## src/sese_pkg.sv

```systemverilog
// shared constants and types for the steepest-edge entering-column selector
package sese_pkg;

    localparam int MAX_VARS = 1048576;
    localparam int CNT_W    = $clog2(MAX_VARS + 2);
    localparam int IDX_W    = 20;
    localparam int TOL_W    = 31;
    localparam int DATA_W   = 32;
    localparam int SQ_W     = 63;
    localparam int ACC_W    = 95;
    localparam int PROD_W   = 64;

    localparam logic [DATA_W-1:0] ONE_Q16 = 32'h0001_0000;
    localparam logic [TOL_W-1:0]  TOL_RESET = 31'd1;

    localparam logic [1:0] STATUS_AT_LOWER = 2'd1;
    localparam logic [1:0] STATUS_AT_UPPER = 2'd2;

    typedef enum logic [7:0] {
        ST_IDLE   = 8'b0000_0001,
        ST_SQ     = 8'b0000_0010,
        ST_R0     = 8'b0000_0100,
        ST_R1     = 8'b0000_1000,
        ST_L0     = 8'b0001_0000,
        ST_L1     = 8'b0010_0000,
        ST_SUM    = 8'b0100_0000,
        ST_DECIDE = 8'b1000_0000
    } seq_state_t;

    typedef struct packed {
        logic [DATA_W-1:0] a;
        logic [DATA_W-1:0] b;
    } mul_req_t;

endpackage

```

## src/sese_mul.sv

```systemverilog
// shared 32x32 unsigned multiplier with registered product
module sese_mul (
    input  logic                     clk,
    input  sese_pkg::mul_req_t       req,
    output logic [sese_pkg::PROD_W-1:0] prod
);
    import sese_pkg::*;

    logic [PROD_W-1:0] prod_reg;
    logic [PROD_W-1:0] prod_next;

    assign prod_next = PROD_W'(req.a) * PROD_W'(req.b);

    always_ff @(posedge clk)
    begin
        prod_reg <= prod_next;
    end

    assign prod = prod_reg;

endmodule

```

## src/steepest_edge_entering_select.sv

```systemverilog
// steepest-edge entering-column selector: sequencer around one shared multiplier
//
//   channel | signals                                             | dir
//   in      | in_valid/in_ready, column_cost, edge_weight,        | in
//           | column_status, last_column                          |
//   out     | out_valid/out_ready, entering_index, found, overflow | out
//   cfg     | cfg_wr_en, cfg_wr_data (optimality tolerance)       | in
//
// an attractive column passes through accept, one square and four 32x32 partial products
// through the single multiplier, one sum and one decide before the next beat can be taken;
// any other column goes from accept straight to decide
// reset clears the scan state and sets the tolerance to one lsb
// the result sits in an output register; a new column is taken while it waits,
// only a last column stalls in decide until the previous result has left
module steepest_edge_entering_select (
    input  logic                             clk,
    input  logic                             rst_n,
    input  logic                             in_valid,
    output logic                             in_ready,
    input  logic signed [sese_pkg::DATA_W-1:0] column_cost,
    input  logic [sese_pkg::DATA_W-1:0]      edge_weight,
    input  logic [1:0]                       column_status,
    input  logic                             last_column,
    output logic                             out_valid,
    input  logic                             out_ready,
    output logic [sese_pkg::IDX_W-1:0]       entering_index,
    output logic                             found,
    output logic                             overflow,
    input  logic                             cfg_wr_en,
    input  logic [sese_pkg::TOL_W-1:0]       cfg_wr_data
);
    import sese_pkg::*;

    seq_state_t state_reg, state_next;

    logic [TOL_W-1:0]  tol_reg;
    logic [DATA_W-1:0] mag_reg, mag_next;
    logic [DATA_W-1:0] w_reg, w_next;
    logic              cand_reg, cand_next;
    logic              last_reg, last_next;
    logic [SQ_W-1:0]   sq_reg, sq_next;
    logic [ACC_W-1:0]  acc_l_reg, acc_l_next;
    logic [ACC_W-1:0]  acc_r_reg, acc_r_next;

    logic [SQ_W-1:0]   bsq_reg, bsq_next;
    logic [DATA_W-1:0] bw_reg, bw_next;
    logic [IDX_W-1:0]  bpos_reg, bpos_next;
    logic              have_reg, have_next;
    logic [CNT_W-1:0]  cnt_reg, cnt_next;

    logic              out_valid_reg, out_valid_next;
    logic [IDX_W-1:0]  out_idx_reg, out_idx_next;
    logic              out_found_reg, out_found_next;
    logic              out_ovf_reg, out_ovf_next;

    mul_req_t          mreq;
    logic [PROD_W-1:0] prod;

    logic              accept;
    logic              attractive;
    logic signed [DATA_W:0] rc_ext;
    logic signed [DATA_W:0] tol_ext;
    logic [CNT_W-1:0]  cnt_inc;
    logic              better;
    logic              take;
    logic              stall_out;

    sese_mul u_mul (
        .clk  (clk),
        .req  (mreq),
        .prod (prod)
    );

    assign in_ready = (state_reg == ST_IDLE);
    assign accept   = in_valid && in_ready;

    assign rc_ext  = {column_cost[DATA_W-1], column_cost};
    assign tol_ext = $signed({2'b00, tol_reg});

    always_comb
    begin
        attractive = 1'b0;
        if (column_status == STATUS_AT_LOWER && rc_ext < -tol_ext)
        begin
            attractive = 1'b1;
        end
        else if (column_status == STATUS_AT_UPPER && rc_ext > tol_ext)
        begin
            attractive = 1'b1;
        end
    end

    // operand select for the shared multiplier
    always_comb
    begin
        case (state_reg)
            ST_SQ:
            begin
                mreq.a = mag_reg;
                mreq.b = mag_reg;
            end
            ST_R0:
            begin
                mreq.a = bsq_reg[DATA_W-1:0];
                mreq.b = w_reg;
            end
            ST_R1:
            begin
                mreq.a = {1'b0, bsq_reg[SQ_W-1:DATA_W]};
                mreq.b = w_reg;
            end
            ST_L0:
            begin
                mreq.a = sq_reg[DATA_W-1:0];
                mreq.b = bw_reg;
            end
            ST_L1:
            begin
                mreq.a = {1'b0, sq_reg[SQ_W-1:DATA_W]};
                mreq.b = bw_reg;
            end
            default:
            begin
                mreq.a = mag_reg;
                mreq.b = w_reg;
            end
        endcase
    end

    assign cnt_inc   = (cnt_reg <= CNT_W'(MAX_VARS)) ? cnt_reg + CNT_W'(1) : cnt_reg;
    assign better    = !have_reg || (acc_l_reg > acc_r_reg);
    assign take      = cand_reg && better;
    assign stall_out = last_reg && out_valid_reg && !out_ready;

    always_comb
    begin
        state_next     = state_reg;
        mag_next       = mag_reg;
        w_next         = w_reg;
        cand_next      = cand_reg;
        last_next      = last_reg;
        sq_next        = sq_reg;
        acc_l_next     = acc_l_reg;
        acc_r_next     = acc_r_reg;
        bsq_next       = bsq_reg;
        bw_next        = bw_reg;
        bpos_next      = bpos_reg;
        have_next      = have_reg;
        cnt_next       = cnt_reg;
        out_valid_next = out_valid_reg && !out_ready;
        out_idx_next   = out_idx_reg;
        out_found_next = out_found_reg;
        out_ovf_next   = out_ovf_reg;

        case (state_reg)
            ST_IDLE:
            begin
                if (accept)
                begin
                    mag_next  = column_cost[DATA_W-1] ? (~column_cost + DATA_W'(1))
                                                      : column_cost;
                    w_next    = (edge_weight == '0) ? ONE_Q16 : edge_weight;
                    // positions at or past the limit are counted but never picked
                    cand_next = attractive && (cnt_reg < CNT_W'(MAX_VARS));
                    last_next = last_column;
                    state_next = (attractive && (cnt_reg < CNT_W'(MAX_VARS)))
                                 ? ST_SQ : ST_DECIDE;
                end
            end
            ST_SQ:
            begin
                state_next = ST_R0;
            end
            ST_R0:
            begin
                sq_next    = prod[SQ_W-1:0];
                state_next = ST_R1;
            end
            ST_R1:
            begin
                acc_r_next = ACC_W'(prod);
                state_next = ST_L0;
            end
            ST_L0:
            begin
                acc_r_next = acc_r_reg + {prod[SQ_W-1:0], {DATA_W{1'b0}}};
                state_next = ST_L1;
            end
            ST_L1:
            begin
                acc_l_next = ACC_W'(prod);
                state_next = ST_SUM;
            end
            ST_SUM:
            begin
                acc_l_next = acc_l_reg + {prod[SQ_W-1:0], {DATA_W{1'b0}}};
                state_next = ST_DECIDE;
            end
            ST_DECIDE:
            begin
                if (!stall_out)
                begin
                    state_next = ST_IDLE;
                    if (take)
                    begin
                        bsq_next  = sq_reg;
                        bw_next   = w_reg;
                        bpos_next = IDX_W'(cnt_reg);
                        have_next = 1'b1;
                    end
                    if (last_reg)
                    begin
                        out_valid_next = 1'b1;
                        out_found_next = take || have_reg;
                        out_idx_next   = take ? IDX_W'(cnt_reg)
                                              : (have_reg ? bpos_reg : '0);
                        out_ovf_next   = (cnt_inc > CNT_W'(MAX_VARS));
                        // start a fresh scan
                        bsq_next  = '0;
                        bw_next   = ONE_Q16;
                        bpos_next = '0;
                        have_next = 1'b0;
                        cnt_next  = '0;
                    end
                    else
                    begin
                        cnt_next = cnt_inc;
                    end
                end
            end
            default:
            begin
                state_next = ST_IDLE;
            end
        endcase
    end

    always_ff @(posedge clk or negedge rst_n)
    begin
        if (!rst_n)
        begin
            state_reg     <= ST_IDLE;
            tol_reg       <= TOL_RESET;
            bsq_reg       <= '0;
            bw_reg        <= ONE_Q16;
            bpos_reg      <= '0;
            have_reg      <= 1'b0;
            cnt_reg       <= '0;
            out_valid_reg <= 1'b0;
        end
        else
        begin
            state_reg     <= state_next;
            if (cfg_wr_en)
            begin
                tol_reg <= cfg_wr_data;
            end
            bsq_reg       <= bsq_next;
            bw_reg        <= bw_next;
            bpos_reg      <= bpos_next;
            have_reg      <= have_next;
            cnt_reg       <= cnt_next;
            out_valid_reg <= out_valid_next;
        end
    end

    always_ff @(posedge clk)
    begin
        mag_reg       <= mag_next;
        w_reg         <= w_next;
        cand_reg      <= cand_next;
        last_reg      <= last_next;
        sq_reg        <= sq_next;
        acc_l_reg     <= acc_l_next;
        acc_r_reg     <= acc_r_next;
        out_idx_reg   <= out_idx_next;
        out_found_reg <= out_found_next;
        out_ovf_reg   <= out_ovf_next;
    end

    assign out_valid      = out_valid_reg;
    assign entering_index = out_idx_reg;
    assign found          = out_found_reg;
    assign overflow       = out_ovf_reg;

endmodule

```

## config.mk

```make
export PLATFORM = sky130hd
export DESIGN_NAME = steepest_edge_entering_select
export DESIGN_NICKNAME = d
export VERILOG_FILES = /design/src/sese_pkg.sv /design/src/sese_mul.sv /design/src/steepest_edge_entering_select.sv
export SDC_FILE = /design/constraint.sdc
export NUM_CORES = 2
export LEC_CHECK = 0
export ABC_AREA = 1
export BUFFER_PORTS_ARGS = -buffer_cell sky130_fd_sc_hd__buf_2
export CAP_MARGIN = 20
export CORE_MARGIN = 2
export CORE_UTILIZATION = 66
export DETAILED_ROUTE_END_ITERATION = 12
export PLACE_DENSITY = 0.83
export REMOVE_ABC_BUFFERS = 1
export SYNTH_ARGS = -nofsm -noshare
export SYNTH_HDL_FRONTEND = slang
export SYNTH_SLANG_ARGS = --single-unit
```

## constraint.sdc

```tcl
create_clock -name clk -period 11 [get_ports clk]
set_clock_uncertainty 0.1 [all_clocks]
set_input_delay 0.55 -clock clk [delete_from_list [all_inputs] [get_ports clk]]
set_output_delay 0.55 -clock clk [all_outputs]
set_load 0.01 [all_outputs]
```

After elaboration in Yosys (flattened, before gate mapping)
Index checks and enable logic that the tools add are counted.

Reductions and logical operators: 21. Bitwise operators: 2. Add/sub/neg operators: 5. Multiply operators: 1. Multiplexer cells: 25. $lt $le $gt $ge: 6. Equal/unequal tests: 12.

Operators by type and width (number): 95-bit case mux with 2 select lines (2); 64-bit case mux with 5 select lines (1); 95-bit adder (2); 63-bit 2-to-1 mux (2); 95-bit > comparator (1); 20-bit 2-to-1 mux (4); 32-bit by 32-bit multiplier with 64-bit output (1); 32-bit 2-to-1 mux (2); 8-bit case mux with 8 select lines (1); 21-bit 2-to-1 mux (2); 32-bit by 33-bit < comparator with 1-bit output (1); 31-bit negation with 33-bit output (1); 32-bit by 2-bit adder with 32-bit output, second input constant (1); 32-bit > comparator (1); 32-bit zero test (1); 32-bit NOT (1); 31-bit 2-to-1 mux (1); 8-bit 2-to-1 mux (3); 21-bit by 1-bit adder with 21-bit output, second input constant (1); 21-bit > comparator, second input constant (1); 21-bit <= comparator, second input constant (1); 21-bit < comparator, second input constant (1); 8-bit by 1-bit equality test with 1-bit output, second input constant (1); 8-bit by 2-bit equality test with 1-bit output, second input constant (1); 18 further kinds (38).

Output and inout port bits: 24. Input port bits: 103. Word-level logic and storage cells: 92. Register bits after elaboration: 582.

Depth between registers and ports, before layout
Depth after elaboration: 8. Mapped depth: 43. Mapped depth without buffers: 40.

By module
A second synthesis with hierarchy kept.

Cells, all modules: 9646. Area, all modules: 73075.1 sq um.

By module, submodules not included: sese_mul (area an instance 37688.6 sq um, times used 1, cells each 5088); steepest_edge_entering_select (area an instance 35386.4 sq um, times used 1, cells each 4558).

Worst setup path after synthesis
Ideal clock, no wire load.

Path kind: reg-to-reg. Start point: register state_reg[1]. End point: register u_mul.prod_reg[59], in the netlist u_mul.prod[59]. Required time: 10.788 ns. Arrival: 8.560 ns. Setup time: 0.112 ns. Slack: 2.227 ns. Cell stages (with the launch flop): 37. Cell sequence: dfrtp_1 > inv_2 > nand2_1 > nor2_4 > nand2_1 > inv_2 > clkbuf_1 > a21oi_1 > nand4_1 > o21ai_0 > inv_1 > clkbuf_1 > nand2_1 > fa_1 > inv_1 > fa_1 > inv_1 > fa_1 > fa_1 > inv_1 > fa_1 > fa_1 > fa_1 > inv_1 > fa_1 > inv_1 > ha_1 > nand2_1 > nor2_1 > inv_1 > nor4_1 > nand3_1 > nand3_1 > a21o_1 > nand2_1 > nand3_1 > nand2_1.

Cells in the longest elaborated chain, start to end: 3.

Ends and longest elaborated chain: start: declaration (line steepest_edge_entering_select.sv:34) `seq_state_t state_reg, state_next;`; start signal: assignment (line steepest_edge_entering_select.sv:253) `state_reg <= state_next;`; 8-bit by 6-bit equality test with 1-bit output (tied with other cells) (line steepest_edge_entering_select.sv:96) `case (state_reg)`; 64-bit case mux with 5 select lines * (line steepest_edge_entering_select.sv:96); 32-bit by 32-bit multiplier with 64-bit output * (line sese_mul.sv:12) `assign prod_next = PROD_W'(req.a) * PROD_W'(req.b);`; net u_mul.prod_next[59] (line sese_mul.sv:10) `logic [PROD_W-1:0] prod_next;`; end signal: assignment (line sese_mul.sv:16) `prod_reg <= prod_next;`; end: declaration (line sese_mul.sv:9) `logic [PROD_W-1:0] prod_reg;`.

The timed path passes the listed nets; every way through them passes the cells marked *. A chain may end at the register's enable or synchronous reset.

Final worst setup path
Start point: register state_reg[5]. End point: register u_mul.prod_reg[40], in the netlist u_mul.prod[40].

The elaborated chain is that of the path after synthesis.

==> reports/metrics.cfg <==
[timing]
fin_crit_ps = 10600
worst_pin_slew_ps = 1240
max_slew_margin_pct = 16.5
fmaxAchievable_mhz = 94.3
fin_crit_sh_pct = 96.4
slew_viol_final = 0
finalHoldViolCount = 0
finalSetupTns_ps = 0
setup_viol = 0
rsz0062_at_grt = false

[routing]
drc = 0
antenna_left = 0
vias = 62800
drt-total-wl_mm = 254
wire_per_inst_um = 25.2
drtIter0Drc = 7843
first_pass_iters = 9
viasPerCell = 6.23

[setup_path]
crit_type = reg -> reg
cp_max_fo = 22
crit_required_ps = 11440
crit_arrival_ps = 11050
cp-end-kind = flip-flop
slowest_delay_ps = 760
cpMostUsedCell = fa_1
crit_slowest_cell = inv_1
start_kind = flip-flop

[global_routing]
grt_pass1_wl_mm = 379
grt-ovfl-total = 0
grt_pass1_vias = 63400
antenna_found_initial = 20
grt_start_max_net_pins = 108
grt_usage_pct = 47.7

[finish]
multi_input_area_sq_um = 45900
seqCellArea_sq_um = 16000
area_delta_synth_final_pct = 7.31
nets = 10200
n_fill_cell = 7938
drive_gt1_share_pct = 5.82

[synth]
synth_top_area_cell = fa_1
yosys_warnings = 0
synth_seq_area_share_pct = 23.0
synth_ff_type = edfxtp_1
syn_area_sq_um = 69300
yosys.area_share.simple_pct = 19.2
synth_top_family_by_area = adder cells
synth-compound-area-share_pct = 8.86
synthDistinctLibCells = 63
syn_inst = 8541
synthMuxAreaShare_pct = 0.0162
synth-xor-area-share_pct = 2.10
synthAdderAreaFrac_pct = 35.8
yosys_register_bits = 582
synth-async-reset-ratio_pct = 30.4
synth_edf_count = 341
synth.area.top_cells = fa_1 26%, edfxtp_1 15%, ha_1 9.9%, nand2_1 8.9%, inv_1 8.9%
syn_area_per_cell_sq_um = 8.12
synth_top_area_share_pct = 25.9

[die]
die_h_um = 328
die_area_sq_um = 108000
ios = 127
rows = 118
core_region_area_sq_um = 104000
start_util_pct = 66.7
fp.dieW_um = 328

[clock_network]
cts_buffers = 67
clock-root-buffer = clkbuf_16
cts_setup_buffers = 0
cts_tree = built
cts_buffer_depth = 3
clock_latency_ps = 670
clock_sinks = 582
cts_max_level = 3
clk_pin_slew_ps = 60

[placed_design]
place.gp.congestion = 1.06
io_buffers = 126
hpwl_mm = 197

[worst_hold_path]
hold_class = in -> reg

[run_status]
status = finished, final reports clean

[flow_run]
max_cap_viol_count = 0

==> area by class of cell <==
class | instances | area share [%]
multi-input cells | 5975 | 61.6
flip-flops and latches | 582 | 21.4
inverters | 1685 | 8.50
repair buffers | 317 | 3.02
clock buffers | 83 | 2.44
well taps | 1380 | 2.32
clock inverters | 39 | 0.587
diodes | 15 | 0.0504
==> cell usage after synthesis (10+ instances only) <==
library cell	number
nand2_1	1642
inv_1	1636
nor2_1	1160
fa_1	898
ha_1	549
a21oi_1	394
o21ai_0	350
edfxtp_1	341
nand3_1	304
dfrtp_1	174
clkbuf_1	168
buf_2	115
xor2_1	114
dfxtp_1	64
nor3_1	64
a31oi_1	53
nand4_1	53
xnor2_1	52
inv_2	42
o21bai_1	36
a21o_1	33
nor4_1	31
a221oi_1	30
o21a_1	28
o22ai_1	22
a21boi_0	16
o21ai_1	14
or2_2	14
a22o_1	13
and2_1	12
and3_1	11
o211ai_1	10
==> kinds of logic (layout without fill, tap and decap cells) <==
| logic type | count (synthesis) | count (layout) |
|---|---|---|
| buffers and inverters | 1984 | 2124 |
| muxes | 1 | 1 |
| AOI/OAI and AO/OA | 1048 | 1048 |
| xor gates and xnor gates | 166 | 166 |
| DFF | 582 | 582 |
| other | 0 | 15 |
| adders and majority gates | 1447 | 1447 |
| and+or+nand+nor | 3313 | 3313 |
==> per-layer routing <==
metal / global-route usage [%] / vias to the layer above / share of wire (%)
met3: 17.7 / 1229 / 15
met5: 1.42 / - / 0.12
li1: - / 26800 / -
met4: 29.6 / 18 / 7.5
met2: 69.5 / 4605 / 42
met1: 60.3 / 30100 / 35
==> worst max-delay path, delay by kind of cell, from the launching register on <==
kind                     cells  cell delay [ps]
XOR/XNOR                     1              300
buffers and inverters       11             2280
flip-flops                   1              390
AND/OR/NAND/NOR             10             2290
adder cells (fa/ha/maj)      9             4410
AO/OA/AOI/OAI                3              670
==> worst paths after layout <==
kind	start	endpoint	slack, ps	cells past startpoint
hold / removal	cfg_wr_data[2]	tol_reg[2]	20	3
setup / recovery	state_reg[5]	u_mul.prod[40]	400	34
max in group asynchronous	rst_n	tol_reg[26]	8330	4
hold reg to reg	bw_reg[8]	bw_reg[8]	370	2
setup reg to reg	state_reg[5]	u_mul.prod[40]	400	34
min in group asynchronous	rst_n	bpos_reg[12]	380	2
==> what timing repair did <==
action                                 CTS  global route
gates resized for setup                  0             0
hold buffers                            40             0
endpoints found under the hold margin  110             0
==> layout by cell type (no fill, tap or decap), types with 14 or more instances in the layout <==
cell type      synthesis  final
a21boi_0              16     16
a21o_1                33     33
a21oi_1              394    394
a221oi_1              30     30
a31oi_1               53     53
buf_2                115    126
buf_4                  2    143
clkbuf_16              0     69
dfrtp_1              174    174
dfxtp_1               64     64
diode_2                0     15
dlygate4sd3_1          0     40
edfxtp_1             341    341
fa_1                 898    898
ha_1                 549    549
inv_1               1636   1635
inv_2                 42     41
nand2_1             1642   1639
nand3_1              304    304
nand4_1               53     53
nor2_1              1160   1157
nor3_1                64     63
nor4_1                31     30
o21a_1                28     28
o21ai_0              350    335
o21ai_1               14     19
o21ai_2                6     16
o21bai_1              36     36
o22ai_1               22     22
or2_2                 14     14
xnor2_1               52     52
xor2_1               114    114
==> stage by stage <==
| step | worst slack [ps] | instance area (sq um) | utilization [%] | instances | hold slack (ps) |
|---|---|---|---|---|---|
| 3_3_place_gp | 560 | 71700 | 69.0 | 9896 | 353 |
| 5_1_grt | 273 | 74400 | 71.6 | 10100 | 17.8 |
| 6_report | 396 | 74400 | 71.6 | 10100 | 18.6 |
| 4_1_cts | 824 | 74400 | 71.5 | 10100 | 0.144 |
| 2_1_floorplan | 751 | 68000 | - | 8242 | 154 |
| 3_5_place_dp | 860 | 71700 | 69.0 | 9898 | 353 |
Power is left out: the tool's default activity adds up to more than one toggle a clock period on the data nets, which glitch-free logic cannot reach.
